[config.mk]
export PLATFORM = sky130hd
export DESIGN_NAME = sync_length_checksum_deframer_top_flat
export DESIGN_NICKNAME = d
export VERILOG_FILES = /design/src/slcd_pkg.sv /design/src/slcd_interfaces.sv /design/src/slcd_csr.sv /design/src/slcd_parser.sv /design/src/sync_length_checksum_deframer_top.sv /design/src/flat_wrapper.sv
export VERILOG_INCLUDE_DIRS = /design/src /design/src/src
export SDC_FILE = /design/constraint.sdc
export NUM_CORES = 1
export LEC_CHECK = 0
export CAP_MARGIN = 20
export CELL_PAD_IN_SITES_DETAIL_PLACEMENT = 0
export CELL_PAD_IN_SITES_GLOBAL_PLACEMENT = 1
export CORE_ASPECT_RATIO = 0.8
export CORE_UTILIZATION = 49
export CTS_BUF_LIST = sky130_fd_sc_hd__clkbuf_4 sky130_fd_sc_hd__clkbuf_8 sky130_fd_sc_hd__clkbuf_16
export DETAILED_ROUTE_END_ITERATION = 10
export DONT_BUFFER_PORTS = 1
export HOLD_SLACK_MARGIN = 0.06
export PLACE_DENSITY = 0.88
export SETUP_SLACK_MARGIN = 0.05
export SLEW_MARGIN = 30
export SYNTH_ARGS = -nofsm -noshare
export SYNTH_HDL_FRONTEND = slang
export SYNTH_SLANG_ARGS = --single-unit
[constraint.sdc]
create_clock -name clock -period 4.5 [get_ports clock]
set_input_delay 0.225 -clock clock [delete_from_list [all_inputs] [get_ports clock]]
set_output_delay 0.225 -clock clock [all_outputs]
set_load 0.01 [all_outputs]
[src/sync_length_checksum_deframer_top_assert.svh]
// -----------------------------------------------------------------------------
// Deframer assertion macros
// Shared concurrent assertion forms, clocked on clock and held off in reset.
// -----------------------------------------------------------------------------
`ifndef SYNC_LENGTH_CHECKSUM_DEFRAMER_TOP_ASSERT_SVH
`define SYNC_LENGTH_CHECKSUM_DEFRAMER_TOP_ASSERT_SVH

// same-cycle implication
`define SLCD_ASSERT_NOW(lbl, ante, cons) \
   lbl: assert property (@(posedge clock) disable iff (reset) (ante) |-> (cons)) \
      else $error("deframer assertion failed");

// next-cycle implication
`define SLCD_ASSERT_NEXT(lbl, ante, cons) \
   lbl: assert property (@(posedge clock) disable iff (reset) (ante) |=> (cons)) \
      else $error("deframer assertion failed");

`endif

[src/slcd_pkg.sv]
// -----------------------------------------------------------------------------
// Deframer package
// Shared widths, constants, codes and types of the sync/length/checksum deframer.
// -----------------------------------------------------------------------------
package slcd_pkg;

   localparam int unsigned BYTE_W         = 8;
   localparam int unsigned NUM_CODE_REGS  = 4;
   localparam int unsigned MATCH_SLOTS    = 4;
   localparam int unsigned CSR_INDEX_W    = 3;
   localparam int unsigned SLOT_W         = 2;
   localparam int unsigned KIND_W         = 2;

   localparam logic [BYTE_W-1:0] SYNC_BYTE = 8'hAA;
   localparam logic [BYTE_W-1:0] SUM_SEED  = 8'hFF;
   localparam int unsigned       REPLY_BIT = 7;

   typedef enum logic [KIND_W-1:0] {
      KIND_PAYLOAD  = 2'd0,
      KIND_GOOD     = 2'd1,
      KIND_CSUM_ERR = 2'd2,
      KIND_SKIPPED  = 2'd3
   } kind_type;

   typedef enum logic [CSR_INDEX_W-1:0] {
      REG_MATCH_CODE_0 = 3'd0,
      REG_MATCH_CODE_1 = 3'd1,
      REG_MATCH_CODE_2 = 3'd2,
      REG_MATCH_CODE_3 = 3'd3,
      REG_MATCH_ENABLE = 3'd4
   } csr_index_type;

   typedef logic [NUM_CODE_REGS-1:0][BYTE_W-1:0] code_array_type;

   typedef struct packed {
      code_array_type            codes;
      logic [NUM_CODE_REGS-1:0]  enable;
   } match_cfg_type;

   typedef struct packed {
      kind_type                  kind;
      logic [BYTE_W-1:0]         data_byte;
      logic [BYTE_W-1:0]         frame_len;
      logic                      hit;
      logic [SLOT_W-1:0]         hit_slot;
      logic                      reply_bit_missing;
   } result_type;

endpackage

[src/slcd_interfaces.sv]
// -----------------------------------------------------------------------------
// Deframer channel interfaces
// Valid/ready channels for received bytes, results and register writes.
// -----------------------------------------------------------------------------
interface slcd_req_if;
   import slcd_pkg::*;

   logic              valid;
   logic              ready;
   logic [BYTE_W-1:0] rx_byte;

   modport source (output valid, output rx_byte, input ready);
   modport sink   (input valid, input rx_byte, output ready);
endinterface

interface slcd_rsp_if;
   import slcd_pkg::*;

   logic              valid;
   logic              ready;
   logic [KIND_W-1:0] kind;
   logic [BYTE_W-1:0] data_byte;
   logic [BYTE_W-1:0] frame_len;
   logic              hit;
   logic [SLOT_W-1:0] hit_slot;
   logic              reply_bit_missing;

   modport source (output valid, output kind, output data_byte, output frame_len,
                   output hit, output hit_slot, output reply_bit_missing, input ready);
   modport sink   (input valid, input kind, input data_byte, input frame_len,
                   input hit, input hit_slot, input reply_bit_missing, output ready);
endinterface

interface slcd_csr_if;
   import slcd_pkg::*;

   logic                   valid;
   logic                   ready;
   logic [CSR_INDEX_W-1:0] index;
   logic [BYTE_W-1:0]      data;

   modport source (output valid, output index, output data, input ready);
   modport sink   (input valid, input index, input data, output ready);
endinterface

[src/slcd_csr.sv]
// -----------------------------------------------------------------------------
// Deframer match registers
// Holds the four match codes and the slot enable mask; always ready.
// -----------------------------------------------------------------------------
module slcd_csr (
   input  logic                   clock,
   input  logic                   reset,
   slcd_csr_if.sink               csr_chan,
   output slcd_pkg::match_cfg_type cfg
);
   import slcd_pkg::*;

   match_cfg_type cfg_ff;
   match_cfg_type cfg_in;

   assign csr_chan.ready = 1'b1;
   assign cfg = cfg_ff;

   always_comb begin
      cfg_in = cfg_ff;
      if (csr_chan.valid) begin
         unique case (csr_index_type'(csr_chan.index))
            REG_MATCH_CODE_0: cfg_in.codes[0] = csr_chan.data;
            REG_MATCH_CODE_1: cfg_in.codes[1] = csr_chan.data;
            REG_MATCH_CODE_2: cfg_in.codes[2] = csr_chan.data;
            REG_MATCH_CODE_3: cfg_in.codes[3] = csr_chan.data;
            REG_MATCH_ENABLE: cfg_in.enable   = csr_chan.data[NUM_CODE_REGS-1:0];
            default:          cfg_in = cfg_ff;
         endcase
      end
   end

   always_ff @(posedge clock) begin
      if (reset) begin
         cfg_ff <= '0;
      end else begin
         cfg_ff <= cfg_in;
      end
   end

endmodule

[src/slcd_parser.sv]
// -----------------------------------------------------------------------------
// Deframer parser
// Frame state machine: sync hunt, command, length, payload and checksum phases.
// Gives the result of the byte in the input register; state moves on step.
// -----------------------------------------------------------------------------
`include "sync_length_checksum_deframer_top_assert.svh"

module slcd_parser (
   input  logic                        clock,
   input  logic                        reset,
   input  logic                        step,
   input  logic [slcd_pkg::BYTE_W-1:0] rx_byte,
   input  slcd_pkg::match_cfg_type     cfg,
   output logic                        has_result,
   output slcd_pkg::result_type        result
);
   import slcd_pkg::*;

   typedef enum logic [2:0] {
      PH_HUNT = 3'd0,
      PH_CMD  = 3'd1,
      PH_LEN  = 3'd2,
      PH_PAY  = 3'd3,
      PH_CHK  = 3'd4
   } phase_type;

   phase_type         phase_ff,   phase_in;
   logic [BYTE_W-1:0] sum_ff,     sum_in;
   logic [BYTE_W-1:0] command_ff, command_in;
   logic [BYTE_W-1:0] length_ff,  length_in;
   logic [BYTE_W-1:0] left_ff,    left_in;

   logic              hit;
   logic [SLOT_W-1:0] hit_slot;
   logic [BYTE_W-1:0] left_dec;
   logic              rbm;

   // lowest enabled slot wins
   always_comb begin
      hit      = 1'b0;
      hit_slot = '0;
      for (int i = NUM_CODE_REGS - 1; i >= 0; i--) begin
         if ((i < MATCH_SLOTS) && cfg.enable[i] && (cfg.codes[i] == command_ff)) begin
            hit      = 1'b1;
            hit_slot = SLOT_W'(i);
         end
      end
   end

   assign left_dec = left_ff - 8'd1;
   assign rbm      = ~command_ff[REPLY_BIT];

   always_comb begin
      phase_in   = phase_ff;
      sum_in     = sum_ff;
      command_in = command_ff;
      length_in  = length_ff;
      left_in    = left_ff;
      has_result = 1'b0;
      result     = '{kind: KIND_PAYLOAD, data_byte: rx_byte, frame_len: length_ff,
                     hit: 1'b0, hit_slot: '0, reply_bit_missing: 1'b0};
      unique case (phase_ff)
         PH_CMD: begin
            command_in = rx_byte;
            sum_in     = sum_ff + rx_byte;
            phase_in   = PH_LEN;
         end
         PH_LEN: begin
            length_in = rx_byte;
            left_in   = rx_byte;
            sum_in    = sum_ff + rx_byte;
            phase_in  = (rx_byte == '0) ? PH_CHK : PH_PAY;
         end
         PH_PAY: begin
            sum_in     = sum_ff + rx_byte;
            left_in    = left_dec;
            has_result = 1'b1;
            if (left_dec == '0) begin
               phase_in = PH_CHK;
            end
         end
         PH_CHK: begin
            phase_in                 = PH_HUNT;
            has_result               = 1'b1;
            result.data_byte         = command_ff;
            result.reply_bit_missing = rbm;
            if (rx_byte != ~sum_ff) begin
               result.kind = KIND_CSUM_ERR;
            end else begin
               result.kind     = KIND_GOOD;
               result.hit      = hit;
               result.hit_slot = hit_slot;
            end
         end
         default: begin
            phase_in = PH_HUNT;
            if (rx_byte == SYNC_BYTE) begin
               sum_in     = SUM_SEED + rx_byte;
               command_in = '0;
               length_in  = '0;
               left_in    = '0;
               phase_in   = PH_CMD;
            end else begin
               has_result       = 1'b1;
               result.kind      = KIND_SKIPPED;
               result.frame_len = '0;
            end
         end
      endcase
   end

   always_ff @(posedge clock) begin
      if (reset) begin
         phase_ff   <= PH_HUNT;
         sum_ff     <= '0;
         command_ff <= '0;
         length_ff  <= '0;
         left_ff    <= '0;
      end else if (step) begin
         phase_ff   <= phase_in;
         sum_ff     <= sum_in;
         command_ff <= command_in;
         length_ff  <= length_in;
         left_ff    <= left_in;
      end
   end

   `SLCD_ASSERT_NOW(a_pay_has_left, phase_ff == PH_PAY, left_ff != '0)
   `SLCD_ASSERT_NOW(a_pay_left_bound, phase_ff == PH_PAY, left_ff <= length_ff)
   `SLCD_ASSERT_NEXT(a_sync_to_cmd,
      step && (phase_ff == PH_HUNT) && (rx_byte == SYNC_BYTE), phase_ff == PH_CMD)

endmodule

[src/sync_length_checksum_deframer_top.sv]
// -----------------------------------------------------------------------------
// Sync/length/checksum deframer
// Takes one received byte per transfer and returns at most one result per byte.
// -----------------------------------------------------------------------------
// A byte is taken every cycle while the result side keeps up: it passes an
// input register, the frame state machine and a result register, and the
// rate is one byte per clock unless a held result stalls the input.
// Sync, command and length bytes give no result. Match registers are written
// through the csr channel, which is always ready; write them only while idle.
`include "sync_length_checksum_deframer_top_assert.svh"

module sync_length_checksum_deframer_top (
   input  logic       clock,
   input  logic       reset,
   slcd_req_if.sink   req_chan,
   slcd_rsp_if.source rsp_chan,
   slcd_csr_if.sink   csr_chan
);
   import slcd_pkg::*;

   match_cfg_type     cfg;
   logic              in_valid_ff;
   logic [BYTE_W-1:0] in_byte_ff;
   logic              out_valid_ff;
   result_type        out_ff;
   logic              has_result;
   result_type        result;
   logic              out_free;
   logic              step;

   slcd_csr u_csr (
      .clock    (clock),
      .reset    (reset),
      .csr_chan (csr_chan),
      .cfg      (cfg)
   );

   slcd_parser u_parser (
      .clock      (clock),
      .reset      (reset),
      .step       (step),
      .rx_byte    (in_byte_ff),
      .cfg        (cfg),
      .has_result (has_result),
      .result     (result)
   );

   assign out_free       = !out_valid_ff || rsp_chan.ready;
   assign step           = in_valid_ff && (!has_result || out_free);
   assign req_chan.ready = !in_valid_ff || step;

   always_ff @(posedge clock) begin
      if (reset) begin
         in_valid_ff  <= 1'b0;
         out_valid_ff <= 1'b0;
      end else begin
         if (req_chan.ready) begin
            in_valid_ff <= req_chan.valid;
         end
         if (out_free) begin
            out_valid_ff <= step && has_result;
         end
      end
   end

   always_ff @(posedge clock) begin
      if (req_chan.valid && req_chan.ready) begin
         in_byte_ff <= req_chan.rx_byte;
      end
      if (out_free && step && has_result) begin
         out_ff <= result;
      end
   end

   assign rsp_chan.valid             = out_valid_ff;
   assign rsp_chan.kind              = out_ff.kind;
   assign rsp_chan.data_byte         = out_ff.data_byte;
   assign rsp_chan.frame_len         = out_ff.frame_len;
   assign rsp_chan.hit               = out_ff.hit;
   assign rsp_chan.hit_slot          = out_ff.hit_slot;
   assign rsp_chan.reply_bit_missing = out_ff.reply_bit_missing;

   `SLCD_ASSERT_NOW(a_hit_only_good, out_valid_ff && out_ff.hit, out_ff.kind == KIND_GOOD)
   `SLCD_ASSERT_NOW(a_slot_zero_no_hit, out_valid_ff && !out_ff.hit, out_ff.hit_slot == '0)
   `SLCD_ASSERT_NOW(a_skip_clean, out_valid_ff && (out_ff.kind == KIND_SKIPPED),
      (out_ff.frame_len == '0) && !out_ff.reply_bit_missing)
   `SLCD_ASSERT_NEXT(a_held_item, in_valid_ff && !step, in_valid_ff && $stable(in_byte_ff))

endmodule
[src/flat_wrapper.sv]
// flat-port wrapper written by rule: the top's interface ports become plain ports
module sync_length_checksum_deframer_top_flat import slcd_pkg::*;
  (clock, reset, req_chan_valid, req_chan_rx_byte, req_chan_ready, rsp_chan_valid, rsp_chan_kind, rsp_chan_data_byte, rsp_chan_frame_len, rsp_chan_hit, rsp_chan_hit_slot, rsp_chan_reply_bit_missing, rsp_chan_ready, csr_chan_valid, csr_chan_index, csr_chan_data, csr_chan_ready);
  slcd_req_if req_chan_i ();
  slcd_rsp_if rsp_chan_i ();
  slcd_csr_if csr_chan_i ();
  input  logic clock;
  input  logic reset;
  input wire logic [$bits(req_chan_i.valid)-1:0] req_chan_valid;
  input wire logic [$bits(req_chan_i.rx_byte)-1:0] req_chan_rx_byte;
  output wire logic [$bits(req_chan_i.ready)-1:0] req_chan_ready;
  output wire logic [$bits(rsp_chan_i.valid)-1:0] rsp_chan_valid;
  output wire logic [$bits(rsp_chan_i.kind)-1:0] rsp_chan_kind;
  output wire logic [$bits(rsp_chan_i.data_byte)-1:0] rsp_chan_data_byte;
  output wire logic [$bits(rsp_chan_i.frame_len)-1:0] rsp_chan_frame_len;
  output wire logic [$bits(rsp_chan_i.hit)-1:0] rsp_chan_hit;
  output wire logic [$bits(rsp_chan_i.hit_slot)-1:0] rsp_chan_hit_slot;
  output wire logic [$bits(rsp_chan_i.reply_bit_missing)-1:0] rsp_chan_reply_bit_missing;
  input wire logic [$bits(rsp_chan_i.ready)-1:0] rsp_chan_ready;
  input wire logic [$bits(csr_chan_i.valid)-1:0] csr_chan_valid;
  input wire logic [$bits(csr_chan_i.index)-1:0] csr_chan_index;
  input wire logic [$bits(csr_chan_i.data)-1:0] csr_chan_data;
  output wire logic [$bits(csr_chan_i.ready)-1:0] csr_chan_ready;
  assign req_chan_i.valid = req_chan_valid;
  assign req_chan_i.rx_byte = req_chan_rx_byte;
  assign req_chan_ready = req_chan_i.ready;
  assign rsp_chan_valid = rsp_chan_i.valid;
  assign rsp_chan_kind = rsp_chan_i.kind;
  assign rsp_chan_data_byte = rsp_chan_i.data_byte;
  assign rsp_chan_frame_len = rsp_chan_i.frame_len;
  assign rsp_chan_hit = rsp_chan_i.hit;
  assign rsp_chan_hit_slot = rsp_chan_i.hit_slot;
  assign rsp_chan_reply_bit_missing = rsp_chan_i.reply_bit_missing;
  assign rsp_chan_i.ready = rsp_chan_ready;
  assign csr_chan_i.valid = csr_chan_valid;
  assign csr_chan_i.index = csr_chan_index;
  assign csr_chan_i.data = csr_chan_data;
  assign csr_chan_ready = csr_chan_i.ready;
  sync_length_checksum_deframer_top u_core (.clock(clock), .reset(reset), .req_chan(req_chan_i), .rsp_chan(rsp_chan_i), .csr_chan(csr_chan_i));
endmodule
==> out/results.txt <==
TritonCTS clock tree - yes
Clock transition at path regs - 70 ps
PD cells - 348 nW/um2
vias in the first global route - 3625
initial core utilization - 50.2%
multi-input combinational cell area - 2620 um2
CTS Buffer Depth - 2
critical path peak fanout - 18
EDFF count, synth - 30
WP data arrival - 3320 ps
Startpoint Class - register
ys flop type - dfxtp_1
fin nets - 597
max cap viols - 0
Crit. End Element - register
Max-slew headroom - 42.7%
commonest cells in the netlist - nand2_1 (104), dfxtp_1 (73), a21oi_1 (52)
Hold Fails Final Rpt - 0
first-pass GRT wire length - 19.5 mm
RSZ-0062 raised after global routing - false
CTS buffer count - 9
unique cell type count in the Yosys netlist - 57
storage element area - 2360 um2
cell area after synthesis - 5140 um2
Yosys top cell area share - 28.4%
Post-synth ARST share - 0%
Yosys Warn Count - 0
Post-Syn Nets - 601
Final Setup Violations - 0
I/O pin total - 49
vias post-DR - 3961
Filler Cell Count - 927
fraction of layout cells with a size suffix above 1 - 6.51%
Pins Over Slew Limit - 0
vias per cell - 5.59
status - complete, no violations
synthesis-stage register bit count - 103
ant diodes - 0
Min-Delay Path Class - input port to register
clock latency on the worst-skew pair - 350 ps
HPWL Detailed - 8.17 mm
synth top area cells - dfxtp_1 (28%), edfxtp_1 (18%), nand2_1 (7.6%), xor2_1 (5.3%), a21oi_1 (5.1%)
Die Span X - 117 um
clk root buf - clkbuf_16
Setup TNS - 0 ps
final wirelength - 12.3 mm
initial antenna violation count - 0
worst-margin pin slew - 853 ps
post_cts resized - 0
fmax - 321 MHz
Worst Clk Skew - 8.95 ps
H-tree depth - 3
DR iter-0 viols - 352
core area - 10200 um2
Worst Path Required - 4700 ps
Final period util - 69.2%
syn avg cell area - 9.07 um2
register area share after synthesis - 45.9%
path type of the worst setup path - register to register
DRC - 0
cell row count - 33
Die Y - 93.6 um
post-synth top area cell - dfxtp_1
Final ANT Viol Nets - 0
maximum VDD drop - 0.162 mV
Final Util - 55.5%
post-DR wirelength/cell - 17.3 um
post-CTS setup buffers - 0
CP Launch Point - u_core.u_parser.phase_ff[0]$_SDFFE_PP0P_
cells after synthesis - 567
CTS hold repair buffers - 20
first-pass iteration count of the detailed router - 5
largest net degree at the start of global routing - 61
Lkg Pwr - 0.00205 uW
GRT Total Usage - 24.0%
minimum clock period - 3110 ps
top-count cell post-synth - nand2_1
reg2reg start - u_core.u_parser.phase_ff[0]$_SDFFE_PP0P_
routability cong. - 0.861
Layout Area Growth over Synthesis - 10.6%
full die area - 10900 um2
Overflow after GRT - 0
Port Buf Inserts - 0
Sink Count - 103
HP Start - reset
==> metal layers <==
metal / vias up / routed length (um) / track usage (%)
met5: - / 0 / 0
met4: 0 / 184 / 7.07
met3: 17 / 710 / 5.70
met2: 112 / 5340 / 34.6
met1: 1894 / 6020 / 35.2
li1: 1938 / - / -
==> final cells by class <==
cell class | instances | area share, %
inverters | 7 | 0.462
multi-input cells | 421 | 46.1
clock buffers | 10 | 4.09
well taps | 140 | 3.08
flip-flops and latches | 103 | 41.5
repair buffers | 21 | 3.96
clock inverters | 6 | 0.748
==> state kept, by name (all words and copies together), names as in the netlist <==
register                           cells
u_core.rsp_chan.kind                   2
u_core.u_parser.sum_ff                 8
u_core.u_parser.command_ff             8
u_core.rsp_chan.hit                    1
u_core.rsp_chan.hit_slot               2
u_core.u_parser.phase_ff               3
u_core.rsp_chan.valid                  1
u_core.rsp_chan.reply_bit_missing      1
u_core.rsp_chan.frame_len              8
u_core.in_byte_ff                      8
u_core.u_parser.length_ff              8
u_core.u_csr.cfg                      36
u_core.rsp_chan.data_byte              8
u_core.u_parser.left_ff                8
u_core.in_valid_ff                     1
==> placed cells by master, fill, tap and decap left out, drive strengths merged, types with 9 or more instances in the layout <==
cell type    instances
nand2b              21
ha                   9
xor2                31
dlygate4sd3         19
nor2                43
mux2i               20
dfxtp               73
and2                 9
o21ai               11
xnor2               21
edfxtp              30
nor2b                9
nand2              104
a21oi               52
inv                 10
clkbuf              10
==> worst max-delay path, cell delays in order, from the launching register on <==
cell	delay (ps)
dfxtp_1	660
nor2_1	330
or3_1	380
ha_1	240
fa_1	430
a21o_1	170
a21oi_1	210
o21bai_1	80
a21oi_1	180
xor2_1	190
o31ai_1	90
==> cells by family (layout without fill, tap and decap cells) <==
family                   count (synthesis)  in the layout  synth area share (%)
adder cells (fa/ha/maj)                 10             10                  2.58
AO/OA/AOI/OAI                           94             94                  11.7
flip-flops                             103            103                  45.9
other                                    1              1                0.0729
multiplexers                            28             28                  5.64
XOR/XNOR                                52             52                  8.86
buffers and inverters                   43             44                  3.28
AND/OR/NAND/NOR                        236            236                  21.9
==> through the flow <==
| step | instance area, um2 | total power [uW] | instances | hold WS, ps | setup WS, ps |
|---|---|---|---|---|---|
| after floorplan | 5140 | 1190 | 567 | 324 | 1350 |
| after global placement | 5190 | 1220 | 672 | 300 | 1520 |
| after detailed placement | 5190 | 1220 | 672 | 303 | 1430 |
| after CTS | 5690 | 1990 | 708 | 60.7 | 1390 |
| after global routing | 5690 | 2050 | 708 | 78.0 | 1180 |
| final | 5690 | 1980 | 708 | 70.0 | 1390 |
==> final timing paths <==
path,to,slack [ps],depth (start not counted)
setup / recovery,u_core.u_parser.sum_ff[6]$_SDFFE_PP0P_,1390,10
hold / removal,u_core.u_parser.length_ff[4]$_SDFFE_PP0P_,70,2
setup reg to reg,u_core.u_parser.sum_ff[6]$_SDFFE_PP0P_,1390,10
hold reg to reg,u_core.u_csr.cfg[9]$_SDFFE_PP0P_,470,2
==> report_power, final <==
part / internal [uW] / switching, uW / leakage (uW)
registers: 985 / 38.8 / 0.000874
logic: 92.6 / 124 / 0.00104
clock network: 385 / 353 / 0.000135
(Power assumes the default switching activity.)
